<file path="config.mk">
export PLATFORM = sky130hd
export DESIGN_NAME = modular_inverse_ext_euclid_core
export DESIGN_NICKNAME = d
export VERILOG_FILES = /design/src/rtl/core/mie_pkg.sv /design/src/rtl/core/mie_divider.sv /design/src/rtl/core/modular_inverse_ext_euclid_core.sv
export SDC_FILE = /design/constraint.sdc
export NUM_CORES = 2
export LEC_CHECK = 0
export BUFFER_PORTS_ARGS = -buffer_cell sky130_fd_sc_hd__buf_2
export CORE_MARGIN = 2
export CORE_UTILIZATION = 55
export CTS_CLUSTER_DIAMETER = 50
export DETAILED_ROUTE_END_ITERATION = 6
export PLACE_DENSITY_LB_ADDON = 0.3
export SETUP_SLACK_MARGIN = 0.1
export SYNTH_ARGS = -nofsm -noshare
export SYNTH_HDL_FRONTEND = slang
export SYNTH_SLANG_ARGS = --single-unit
</file>
<file path="constraint.sdc">
create_clock -name clock -period 25.7 [get_ports clock]
set_input_delay 1.285 -clock clock [delete_from_list [all_inputs] [get_ports clock]]
set_output_delay 1.285 -clock clock [all_outputs]
set_load 0.05 [all_outputs]
</file>
<file path="src/rtl/core/mie_pkg.sv">
package mie_pkg;

   // Width of the value field and of the data words that carry it.
   localparam int DATA_W = 64;
   // Bits of the value that are significant; the value is sign-extended from the top one.
   localparam int VALUE_WIDTH = 64;
   localparam int SEXT_SHIFT = DATA_W - VALUE_WIDTH;
   // Width of the modulus and of every residue.
   localparam int MOD_W = 63;
   // Step counter of the divider: must hold DATA_W itself.
   localparam int CNT_W = $clog2(DATA_W + 1);
   localparam logic [MOD_W-1:0] RESET_MODULUS = MOD_W'(65537);

   typedef enum logic [3:0] {
      ST_IDLE,
      ST_RED_GO,
      ST_RED_WAIT,
      ST_EUC_GO,
      ST_EUC_WAIT,
      ST_FIN_GO,
      ST_FIN_WAIT,
      ST_DONE
   } mie_state_type;

   // Command to the shared divider: remainder of dividend by divisor, and the
   // product quotient * coef modulo 2^DATA_W.
   typedef struct packed {
      logic              start;
      logic [DATA_W-1:0] dividend;
      logic [MOD_W-1:0]  divisor;
      logic [DATA_W-1:0] coef;
   } mie_div_req_type;

   typedef struct packed {
      logic              done;
      logic [MOD_W-1:0]  rem;
      logic [DATA_W-1:0] qs;
   } mie_div_rsp_type;

endpackage

</file>
<file path="src/rtl/core/mie_divider.sv">
module mie_divider (
   input  logic                     clock,
   input  logic                     reset,
   input  mie_pkg::mie_div_req_type div_req,
   output mie_pkg::mie_div_rsp_type div_rsp
);

   logic [mie_pkg::CNT_W-1:0]  cnt_ff,  cnt_in;
   logic                       done_ff, done_in;
   logic [mie_pkg::MOD_W-1:0]  rem_ff,  rem_in;
   logic [mie_pkg::DATA_W-1:0] dq_ff,   dq_in;
   logic [mie_pkg::MOD_W-1:0]  div_ff,  div_in;
   logic [mie_pkg::DATA_W-1:0] coef_ff, coef_in;
   logic [mie_pkg::DATA_W-1:0] acc_ff,  acc_in;

   logic [mie_pkg::DATA_W-1:0] trial;
   logic [mie_pkg::DATA_W-1:0] diff;
   logic                       fits;

   // Restoring division, one quotient bit per cycle, MSB first. The product
   // quotient * coef is built alongside by Horner's rule.
   always_comb begin
      trial   = {rem_ff, dq_ff[mie_pkg::DATA_W-1]};
      fits    = trial >= {1'b0, div_ff};
      diff    = trial - {1'b0, div_ff};
      cnt_in  = cnt_ff;
      done_in = 1'b0;
      rem_in  = rem_ff;
      dq_in   = dq_ff;
      div_in  = div_ff;
      coef_in = coef_ff;
      acc_in  = acc_ff;
      if (div_req.start) begin
         cnt_in  = mie_pkg::CNT_W'(mie_pkg::DATA_W);
         rem_in  = '0;
         dq_in   = div_req.dividend;
         div_in  = div_req.divisor;
         coef_in = div_req.coef;
         acc_in  = '0;
      end else if (cnt_ff != '0) begin
         cnt_in  = cnt_ff - 1'b1;
         done_in = (cnt_ff == mie_pkg::CNT_W'(1));
         rem_in  = fits ? diff[mie_pkg::MOD_W-1:0] : trial[mie_pkg::MOD_W-1:0];
         dq_in   = {dq_ff[mie_pkg::DATA_W-2:0], 1'b0};
         acc_in  = {acc_ff[mie_pkg::DATA_W-2:0], 1'b0} + (fits ? coef_ff : '0);
      end
   end

   always_ff @(posedge clock) begin
      if (reset) begin
         cnt_ff  <= '0;
         done_ff <= 1'b0;
      end else begin
         cnt_ff  <= cnt_in;
         done_ff <= done_in;
      end
   end

   always_ff @(posedge clock) begin
      rem_ff  <= rem_in;
      dq_ff   <= dq_in;
      div_ff  <= div_in;
      coef_ff <= coef_in;
      acc_ff  <= acc_in;
   end

   assign div_rsp.done = done_ff;
   assign div_rsp.rem  = rem_ff;
   assign div_rsp.qs   = acc_ff;

endmodule

</file>
<file path="src/rtl/core/modular_inverse_ext_euclid_core.sv">
// Modular inverse by the extended Euclidean algorithm. Each request beat carries
// a signed value; the core reduces it into [0, p), with p the modulus last written
// on the csr channel (65537 after reset), and runs the extended Euclidean
// algorithm to return the Bezout coefficient of the value reduced into [0, p).
// A value congruent to zero, or a modulus below two, gives inverse zero with the
// zero_error flag set. Values that share a factor with p raise no flag and give a
// coefficient that is not a true inverse. All arithmetic runs on one bit-serial
// divider that yields one quotient bit per cycle and builds quotient times
// coefficient alongside it, so every division takes as long as any other, whatever
// its operands. An item runs the initial reduction, one division per Euclid step
// and the final reduction, plus bookkeeping states; a modulus below two skips all
// divisions, and a value congruent to zero stops after the initial reduction.
// The core accepts no request while an item is in progress; the result sits in
// an output register, so the next request can be accepted while that result
// still waits to be taken. The user must write the modulus only while the core
// is idle; the core itself does not enforce this.
module modular_inverse_ext_euclid_core (
   input  logic                       clock,
   input  logic                       reset,
   // Request channel.
   input  logic                       req_tvalid,
   output logic                       req_tready,
   input  logic [mie_pkg::DATA_W-1:0] req_tdata,  // [63:0] value (signed)
   // Response channel.
   output logic                       rsp_tvalid,
   input  logic                       rsp_tready,
   output logic [mie_pkg::DATA_W-1:0] rsp_tdata,  // [62:0] inverse, [63] zero fill
   output logic                       rsp_tuser,  // [0] zero_error
   // Modulus write channel.
   input  logic                       csr_valid,
   output logic                       csr_ready,
   input  logic [mie_pkg::MOD_W-1:0]  csr_data    // modulus p
);

   mie_pkg::mie_state_type st_ff, st_in;

   logic [mie_pkg::MOD_W-1:0]  modulus_ff,  modulus_in;
   logic                       neg_ff,      neg_in;
   logic [mie_pkg::DATA_W-1:0] work_ff,     work_in;
   logic [mie_pkg::MOD_W-1:0]  old_r_ff,    old_r_in;
   logic [mie_pkg::MOD_W-1:0]  r_ff,        r_in;
   logic [mie_pkg::DATA_W-1:0] old_s_ff,    old_s_in;
   logic [mie_pkg::DATA_W-1:0] s_ff,        s_in;
   logic [mie_pkg::MOD_W-1:0]  res_inv_ff,  res_inv_in;
   logic                       res_err_ff,  res_err_in;
   logic                       rsp_valid_ff, rsp_valid_in;
   logic [mie_pkg::MOD_W-1:0]  rsp_inv_ff,  rsp_inv_in;
   logic                       rsp_err_ff,  rsp_err_in;

   logic signed [mie_pkg::DATA_W-1:0] value_shl;
   logic [mie_pkg::DATA_W-1:0] value_ext;
   logic [mie_pkg::DATA_W-1:0] neg_src;
   logic [mie_pkg::DATA_W-1:0] neg_val;
   logic [mie_pkg::MOD_W-1:0]  fixed_rem;

   mie_pkg::mie_div_req_type div_req;
   mie_pkg::mie_div_rsp_type div_rsp;

   mie_divider u_divider (
      .clock   (clock),
      .reset   (reset),
      .div_req (div_req),
      .div_rsp (div_rsp)
   );

   assign req_tready = (st_ff == mie_pkg::ST_IDLE);
   assign csr_ready  = 1'b1;
   assign rsp_tvalid = rsp_valid_ff;
   assign rsp_tdata  = {1'b0, rsp_inv_ff};
   assign rsp_tuser  = rsp_err_ff;

   always_comb begin
      // Sign-extend the request from its top significant bit.
      value_shl = $signed(req_tdata << mie_pkg::SEXT_SHIFT);
      value_ext = value_shl >>> mie_pkg::SEXT_SHIFT;

      // One negator serves the start of both reductions: a negative operand is
      // reduced by magnitude and the remainder reflected afterwards.
      neg_src = (st_ff == mie_pkg::ST_IDLE) ? value_ext : old_s_ff;
      neg_val = '0 - neg_src;

      // Reflection of a remainder taken from a negative operand: r -> p - r.
      if (neg_ff && (div_rsp.rem != '0)) begin
         fixed_rem = modulus_ff - div_rsp.rem;
      end else begin
         fixed_rem = div_rsp.rem;
      end

      st_in        = st_ff;
      modulus_in   = modulus_ff;
      neg_in       = neg_ff;
      work_in      = work_ff;
      old_r_in     = old_r_ff;
      r_in         = r_ff;
      old_s_in     = old_s_ff;
      s_in         = s_ff;
      res_inv_in   = res_inv_ff;
      res_err_in   = res_err_ff;
      rsp_valid_in = rsp_valid_ff && !rsp_tready;
      rsp_inv_in   = rsp_inv_ff;
      rsp_err_in   = rsp_err_ff;

      div_req.start    = 1'b0;
      div_req.dividend = work_ff;
      div_req.divisor  = modulus_ff;
      div_req.coef     = '0;

      if (csr_valid) begin
         modulus_in = csr_data;
      end

      unique case (st_ff)
         mie_pkg::ST_IDLE: begin
            if (req_tvalid) begin
               if (modulus_ff < mie_pkg::MOD_W'(2)) begin
                  // Moduli zero and one: every residue counts as zero.
                  res_inv_in = '0;
                  res_err_in = 1'b1;
                  st_in      = mie_pkg::ST_DONE;
               end else begin
                  neg_in  = value_ext[mie_pkg::DATA_W-1];
                  work_in = value_ext[mie_pkg::DATA_W-1] ? neg_val : value_ext;
                  st_in   = mie_pkg::ST_RED_GO;
               end
            end
         end
         mie_pkg::ST_RED_GO: begin
            div_req.start = 1'b1;
            st_in         = mie_pkg::ST_RED_WAIT;
         end
         mie_pkg::ST_RED_WAIT: begin
            if (div_rsp.done) begin
               if (fixed_rem == '0) begin
                  res_inv_in = '0;
                  res_err_in = 1'b1;
                  st_in      = mie_pkg::ST_DONE;
               end else begin
                  old_r_in = fixed_rem;
                  r_in     = modulus_ff;
                  old_s_in = mie_pkg::DATA_W'(1);
                  s_in     = '0;
                  st_in    = mie_pkg::ST_EUC_GO;
               end
            end
         end
         mie_pkg::ST_EUC_GO: begin
            if (r_ff == '0) begin
               st_in = mie_pkg::ST_FIN_GO;
            end else begin
               div_req.start    = 1'b1;
               div_req.dividend = {1'b0, old_r_ff};
               div_req.divisor  = r_ff;
               div_req.coef     = s_ff;
               st_in            = mie_pkg::ST_EUC_WAIT;
            end
         end
         mie_pkg::ST_EUC_WAIT: begin
            if (div_rsp.done) begin
               old_r_in = r_ff;
               r_in     = div_rsp.rem;
               old_s_in = s_ff;
               s_in     = old_s_ff - div_rsp.qs;
               st_in    = mie_pkg::ST_EUC_GO;
            end
         end
         mie_pkg::ST_FIN_GO: begin
            // The last coefficient wraps in 64 bits; reduce it like a signed value.
            neg_in           = old_s_ff[mie_pkg::DATA_W-1];
            div_req.start    = 1'b1;
            div_req.dividend = old_s_ff[mie_pkg::DATA_W-1] ? neg_val : old_s_ff;
            st_in            = mie_pkg::ST_FIN_WAIT;
         end
         mie_pkg::ST_FIN_WAIT: begin
            if (div_rsp.done) begin
               res_inv_in = fixed_rem;
               res_err_in = 1'b0;
               st_in      = mie_pkg::ST_DONE;
            end
         end
         mie_pkg::ST_DONE: begin
            // Hand the result over once the output register is free.
            if (!rsp_valid_ff || rsp_tready) begin
               rsp_valid_in = 1'b1;
               rsp_inv_in   = res_inv_ff;
               rsp_err_in   = res_err_ff;
               st_in        = mie_pkg::ST_IDLE;
            end
         end
         default: begin
            st_in = mie_pkg::ST_IDLE;
         end
      endcase
   end

   always_ff @(posedge clock) begin
      if (reset) begin
         st_ff        <= mie_pkg::ST_IDLE;
         modulus_ff   <= mie_pkg::RESET_MODULUS;
         rsp_valid_ff <= 1'b0;
      end else begin
         st_ff        <= st_in;
         modulus_ff   <= modulus_in;
         rsp_valid_ff <= rsp_valid_in;
      end
   end

   always_ff @(posedge clock) begin
      neg_ff     <= neg_in;
      work_ff    <= work_in;
      old_r_ff   <= old_r_in;
      r_ff       <= r_in;
      old_s_ff   <= old_s_in;
      s_ff       <= s_in;
      res_inv_ff <= res_inv_in;
      res_err_ff <= res_err_in;
      rsp_inv_ff <= rsp_inv_in;
      rsp_err_ff <= rsp_err_in;
   end

endmodule

</file>
* Word level (Yosys, flattened, before mapping)
Cells that the tools add are included.
** Word-level totals
- Register bits :: 841
** Cells by class
- Add/subtract/negate cells :: 6
- Magnitude comparators :: 2
- Eq/ne operators :: 17
- Muxes and demuxes :: 56
- Bitwise logic cells :: 3
- Reductions and logical operators :: 24
** Operators by type and width (number)
- $mux 63 :: 14
- $mux 64 :: 11
- $pmux 64 s2 :: 3
- $pmux 63 s2 :: 2
- $mux 192 :: 1
- $pmux 63 s3 :: 1
- $mux 127 :: 1
- $logic_not 63->1 :: 2
- $sub 63x63->63 :: 2
- $add 64x64->64 :: 1
- $ge 64x63->1 :: 1
- $sub 1x64->64 const A :: 1
- $sub 64x64->64 :: 1
- $lt 63x2->1 const B :: 1
- $reduce_bool 63->1 :: 1
- $pmux 4 s8 :: 1
- $mux 4 :: 5
- $eq 4x3->1 const B :: 4
- $mux 7 :: 2
- $mux 1 :: 10
- $ne 2x2->1 const B :: 5
- $eq 4x2->1 const B :: 2
- $ne 2x1->1 const B :: 4
- $eq 7x1->1 const B :: 1
- 20 further kinds :: 31

* Longest topological paths before layout
- Depth after elaboration :: 7
- Depth in mapped cells :: 27

* Hierarchy
A second synthesis with hierarchy kept.
** Second synthesis, totals
- Cells, all modules :: 5903
- Area, all modules :: 53939.2 um^2
** Modules (own cells, without submodules)
- modular_inverse_ext_euclid_core :: times used 1, cells each 3770, area an instance 34011.4 um^2, sequential area each 14764.2 um^2
- mie_divider :: times used 1, cells each 2133, area an instance 19927.9 um^2, sequential area each 8438.1 um^2

* Worst setup path before layout
OpenSTA, ideal clock, no wires.
- Kind :: reg-to-reg
- From :: reg u_divider.rem_ff[35] in the netlist's numbering
- To :: reg old_r_ff[0] in the netlist's numbering (enable)
- Library setup time :: 0.660 ns
- Arrival time :: 8.992 ns
- Data required time :: 25.040 ns
- Setup slack :: 16.048 ns
- Cell stages (with the launch flop) :: 16
- Path buffers :: 1
- Cells stage by stage :: dfxtp_1 inv_1 ha_1 clkbuf_1 nand4_1 or4_1 nand4b_1 o21ai_0 a2111oi_0 nor2_1 a31oi_1 xor2_1 o21ai_0 nand4b_1 or4_4 a32o_1
** Between the ends
- Word-level cells in the longest chain between the ends :: 6
** RTL lines
- start, declared :: line mie_divider.sv:10 : logic [mie_pkg::MOD_W-1:0] rem_ff, rem_in;
- start signal, assigned :: line mie_divider.sv:60 : rem_ff <= rem_in;
- parallel branches: the longest is 2 deep, another holds $sub 63x63->63
- $mux 63 * :: line modular_inverse_ext_euclid_core.sv:83 : if (neg_ff && (div_rsp.rem != '0)) begin
- $logic_not 63->1 * :: line modular_inverse_ext_euclid_core.sv:133 : if (fixed_rem == '0) begin
- $ne 2x2->1 (no line) *
- $reduce_and 4->1 (no line) *
- end signal, assigned :: line modular_inverse_ext_euclid_core.sv:210 : old_r_ff <= old_r_in;
- end, declared :: line modular_inverse_ext_euclid_core.sv:40 : logic [mie_pkg::MOD_W-1:0] old_r_ff, old_r_in;
Mark *: on every way between the ends.
A chain may end at the register's enable or synchronous reset.

* Worst setup path in the final report
- From :: reg u_divider.rem_ff[16] in the netlist's numbering
- To :: reg old_s_ff[7] in the netlist's numbering (enable)
** Between the ends
- Word-level cells in the longest chain between the ends :: 6
** RTL lines
- parallel branches: the longest is 2 deep, another holds $sub 63x63->63
- $mux 63 * :: line modular_inverse_ext_euclid_core.sv:83
- $logic_not 63->1 * :: line modular_inverse_ext_euclid_core.sv:133
- $ne 2x2->1 (no line) *
- $reduce_and 4->1 (no line) *
- end signal, assigned :: line modular_inverse_ext_euclid_core.sv:212 : old_s_ff <= old_s_in;
- end, declared :: line modular_inverse_ext_euclid_core.sv:42 : logic [mie_pkg::DATA_W-1:0] old_s_ff, old_s_in;
Marks and branches as above.

==> impl_metrics.env <==
export IMPL_cts_buffers=114
export IMPL_internal_power_uw=3880
export IMPL_hold_viol_final=0
export IMPL_path_cells="nor4_1 > nand4_1 > or4_4 > o21a_4 > buf_4 > nand4_1 > o211a_1 > nand2_1 > nand4b_1 > nor4_1 > nand4_1 > or4_4 > a32o_4 > buf_4 > buf_4"
export IMPL_finalNonFillerCells=7562
export IMPL_area_delta_synth_final_pct=10.5
export IMPL_wl_met2_mm=82.3
export IMPL_portBuffers=197
export IMPL_cts_setup_buffers=0
export IMPL_tightestPinTransition_ns=1.42
export IMPL_cts_tree="yes"
export IMPL_syn_area_per_cell_um2=8.83
export IMPL_postCtsResizedCells=0
export IMPL_dpl_instance_area_mm2=0.0560
export IMPL_layout_nets=6540
export IMPL_wirelength_mm=184
export IMPL_clockRootBuffer="clkbuf_16"
export IMPL_critPathCaptureType="register"
export IMPL_netSwitchingFraction=0.442
export IMPL_dp_cells=7322
export IMPL_setup_tns_ns=0
export IMPL_synth_warnings=0
export IMPL_drive_gt1_frac=0.0870
export IMPL_drc=18
export IMPL_maxCapViolCount=0
export IMPL_die_area_mm2=0.101
export IMPL_final_cell_mix="nor2_1 (737), nand2_1 (666), edfxtp_1 (638), a21oi_1 (562), o21ai_0 (348)"
export IMPL_hold_buffers=0
export IMPL_routed_top_layer="met5"
export IMPL_met3_length_mm=19.9
export IMPL_crit_start="u_divider.rem_ff[16]"
export IMPL_row_count=115
export IMPL_ctsHtreeMaxLevel=3
export IMPL_syn_inst=6144
export IMPL_grt_pass1_wl_mm=276
export IMPL_dr_first_iter_drc_count=6860
export IMPL_synth_top_area_cell="edfxtp_1"
export IMPL_clk_path_buf_depth=3
export IMPL_combPwrFrac=0.490
export IMPL_hp_class="reg2reg"
export IMPL_path_clk_slew_ns=0.07
export IMPL_worstPathRequired_ns=26.02
export IMPL_slew_viol_final=0
export IMPL_antenna_found_initial=43
export IMPL_violations="design-rule violations"
export IMPL_vias_per_cell=6.60
export IMPL_yosys_top_cells_area="edfxtp_1 (35%), dfxtp_1 (7.5%), ha_1 (5.8%)"
export IMPL_fp_dieW_um=318
export IMPL_first_global_vias=46000
export IMPL_coreArea_mm2=0.0981
export IMPL_gr_usage_all_layers=0.352
export IMPL_crit_arrival_ns=8.58
export IMPL_synthArstFlopShare=0
export IMPL_start_util=0.553
export IMPL_nFillCells=8448
export IMPL_synthesis_area_mm2=0.0543
export IMPL_synth_seq_cells=840
export IMPL_via_count=49900
export IMPL_critPathKind="reg2reg"
export IMPL_fin_crit_sh=0.321
export IMPL_whs_ns=0.418
export IMPL_synth_seq_area_share=0.428
export IMPL_synthesis_nets=6533
export IMPL_p_sw_uw=3070
export IMPL_pwr_share_seq=0.273
export IMPL_finalInstanceArea_mm2=0.0600
export IMPL_place_detailed_hpwl_mm=132
export IMPL_crit_path_start_kind="register"
export IMPL_drt_pass1_iter_count=7
export IMPL_grt_max_degree=230
export IMPL_max_slew_margin=0.0441
export IMPL_overflow=0
export IMPL_clockPowerShare=0.236
export IMPL_path_delay_family="simple AND/OR/NAND/NOR gates"
export IMPL_synth_edf_count=638
export IMPL_critPathMaxFanout=86
export IMPL_hp_start="res_inv_ff[31]"
export IMPL_final_setup_skew_ns=0.0407
export IMPL_power_uw=6950
export IMPL_critical_path_slowest_cell="nor4_1"
export IMPL_drt_antenna_violating_nets=0
export IMPL_gp_congestion=1.02
export IMPL_m1WireLength_mm=70.7
export IMPL_final_common_cell="nor2_1"
export IMPL_yosysTopAreaCellShare=0.353
export IMPL_fin_crit_ns=8.26
export IMPL_r2r_start="u_divider.rem_ff[16]"
export IMPL_synth_main_ff_cell="edfxtp_1"
export IMPL_rsz0062_at_grt="no"
export IMPL_cp_num_buf_inv=3
export IMPL_synth_distinct_cells=101
export IMPL_wl_per_cell_um=24.4
export IMPL_ir_drop_v=0.0000650
export IMPL_insertion_delay_ns=0.73
export IMPL_power_per_cell_area_mw_per_mm2=116
export IMPL_setup_viol=0
export IMPL_status="finished, violations left"
export IMPL_ios=200
export IMPL_max_freq_ghz=0.121
export IMPL_leakage_uw=0.0242
export IMPL_critPathMaxStageDelay_ns=1.18
export IMPL_cts_sinks=840
export IMPL_die_y_um=318
## power groups by stage
stage / sequential [µW] / combinational, µW / clock, µW
floorplan: 1860 / 2420 / 0
global placement: 1910 / 3240 / 0
detailed placement: 1920 / 3280 / 0
CTS: 1890 / 3310 / 1650
global route: 1920 / 3680 / 1710
finish: 1900 / 3410 / 1640
## layer usage
metal,track usage,vias to the layer above
met3,0.0780,665
met1,0.453,23600
met2,0.548,3026
li1,-,22600
met4,0.203,20
met5,0,-
## metrics by stage
step           worst slack (ns)  utilization
3_5_place_dp              18.28        0.571
5_1_grt                   17.50        0.611
2_1_floorplan             16.05            -
4_1_cts                   18.18        0.611
6_report                  17.44        0.611
3_3_place_gp              18.32        0.571
## sequential cells by signal, summed over array words and instances, names as in the netlist
signal             count
old_r_ff              63
st_ff                  3
u_divider.dq_ff       64
u_divider.acc_ff      64
rsp_tuser              1
neg_ff                 1
res_err_ff             1
u_divider.rem_ff      63
u_divider.div_ff      63
res_inv_ff            63
rsp_inv_ff            63
old_s_ff              64
u_divider.cnt_ff       7
rsp_tvalid             1
work_ff               64
u_divider.coef_ff     64
r_ff                  63
s_ff                  64
modulus_ff            63
u_divider.done_ff      1
## cell usage after synthesis, types with 39 or more instances
| library cell | number |
|---|---|
| or3_1 | 40 |
| clkbuf_1 | 304 |
| a21o_1 | 151 |
| a31oi_1 | 58 |
| inv_1 | 277 |
| nor2_1 | 741 |
| nand3_1 | 98 |
| xnor2_1 | 147 |
| a222oi_1 | 39 |
| dfxtp_1 | 202 |
| edfxtp_1 | 638 |
| nor3_1 | 131 |
| xor2_1 | 101 |
| nand4_1 | 83 |
| o21ai_0 | 348 |
| o211ai_1 | 49 |
| o21bai_1 | 50 |
| a21oi_1 | 562 |
| a211oi_1 | 143 |
| nor2b_1 | 104 |
| and3_1 | 166 |
| o21a_1 | 53 |
| nor4_1 | 80 |
| mux2i_1 | 105 |
| nand2_1 | 669 |
| ha_1 | 253 |
## final timing paths
kind	end	slack, ns	cells past startpoint
worst max-delay path	old_s_ff[7]	17.44	15
worst min-delay path	rsp_inv_ff[31]	0.42	0
worst max register to register	old_s_ff[7]	17.44	15
worst min register to register	rsp_inv_ff[31]	0.42	0
## area by class of cell
class | instances | area, µm² | area share
multi-input combinational | 4662 | 28700 | 0.478
sequential | 840 | 23200 | 0.387
clock buffer | 135 | 3030 | 0.0505
tap | 1287 | 1610 | 0.0269
timing repair buffer | 253 | 1420 | 0.0237
inverter | 280 | 1060 | 0.0178
clock inverter | 82 | 902 | 0.0150
antenna | 23 | 57.6 | 0.000960
## cells by family (layout without fill, tap and decap cells)
family                   after synthesis  after routing  synth area share
other                                  2             25          0.000138
XOR/XNOR                             248            248            0.0400
flip-flops                           840            840             0.428
multiplexers                         129            129            0.0244
AO/OA/AOI/OAI                       1751           1751             0.206
buffers and inverters                642            750            0.0461
AND/OR/NAND/NOR                     2275           2275             0.196
adder cells (fa/ha/maj)              257            257            0.0598
## worst reg2reg max path, delay by kind of cell, from the launching register on
| family | cells | cell delay (ns) |
|---|---|---|
| AO/OA/AOI/OAI | 3 | 0.99 |
| buffers and inverters | 3 | 1.62 |
| flip-flops | 1 | 0.38 |
| AND/OR/NAND/NOR | 9 | 4.80 |
Note: power is estimated with default switching activity, not from simulation.
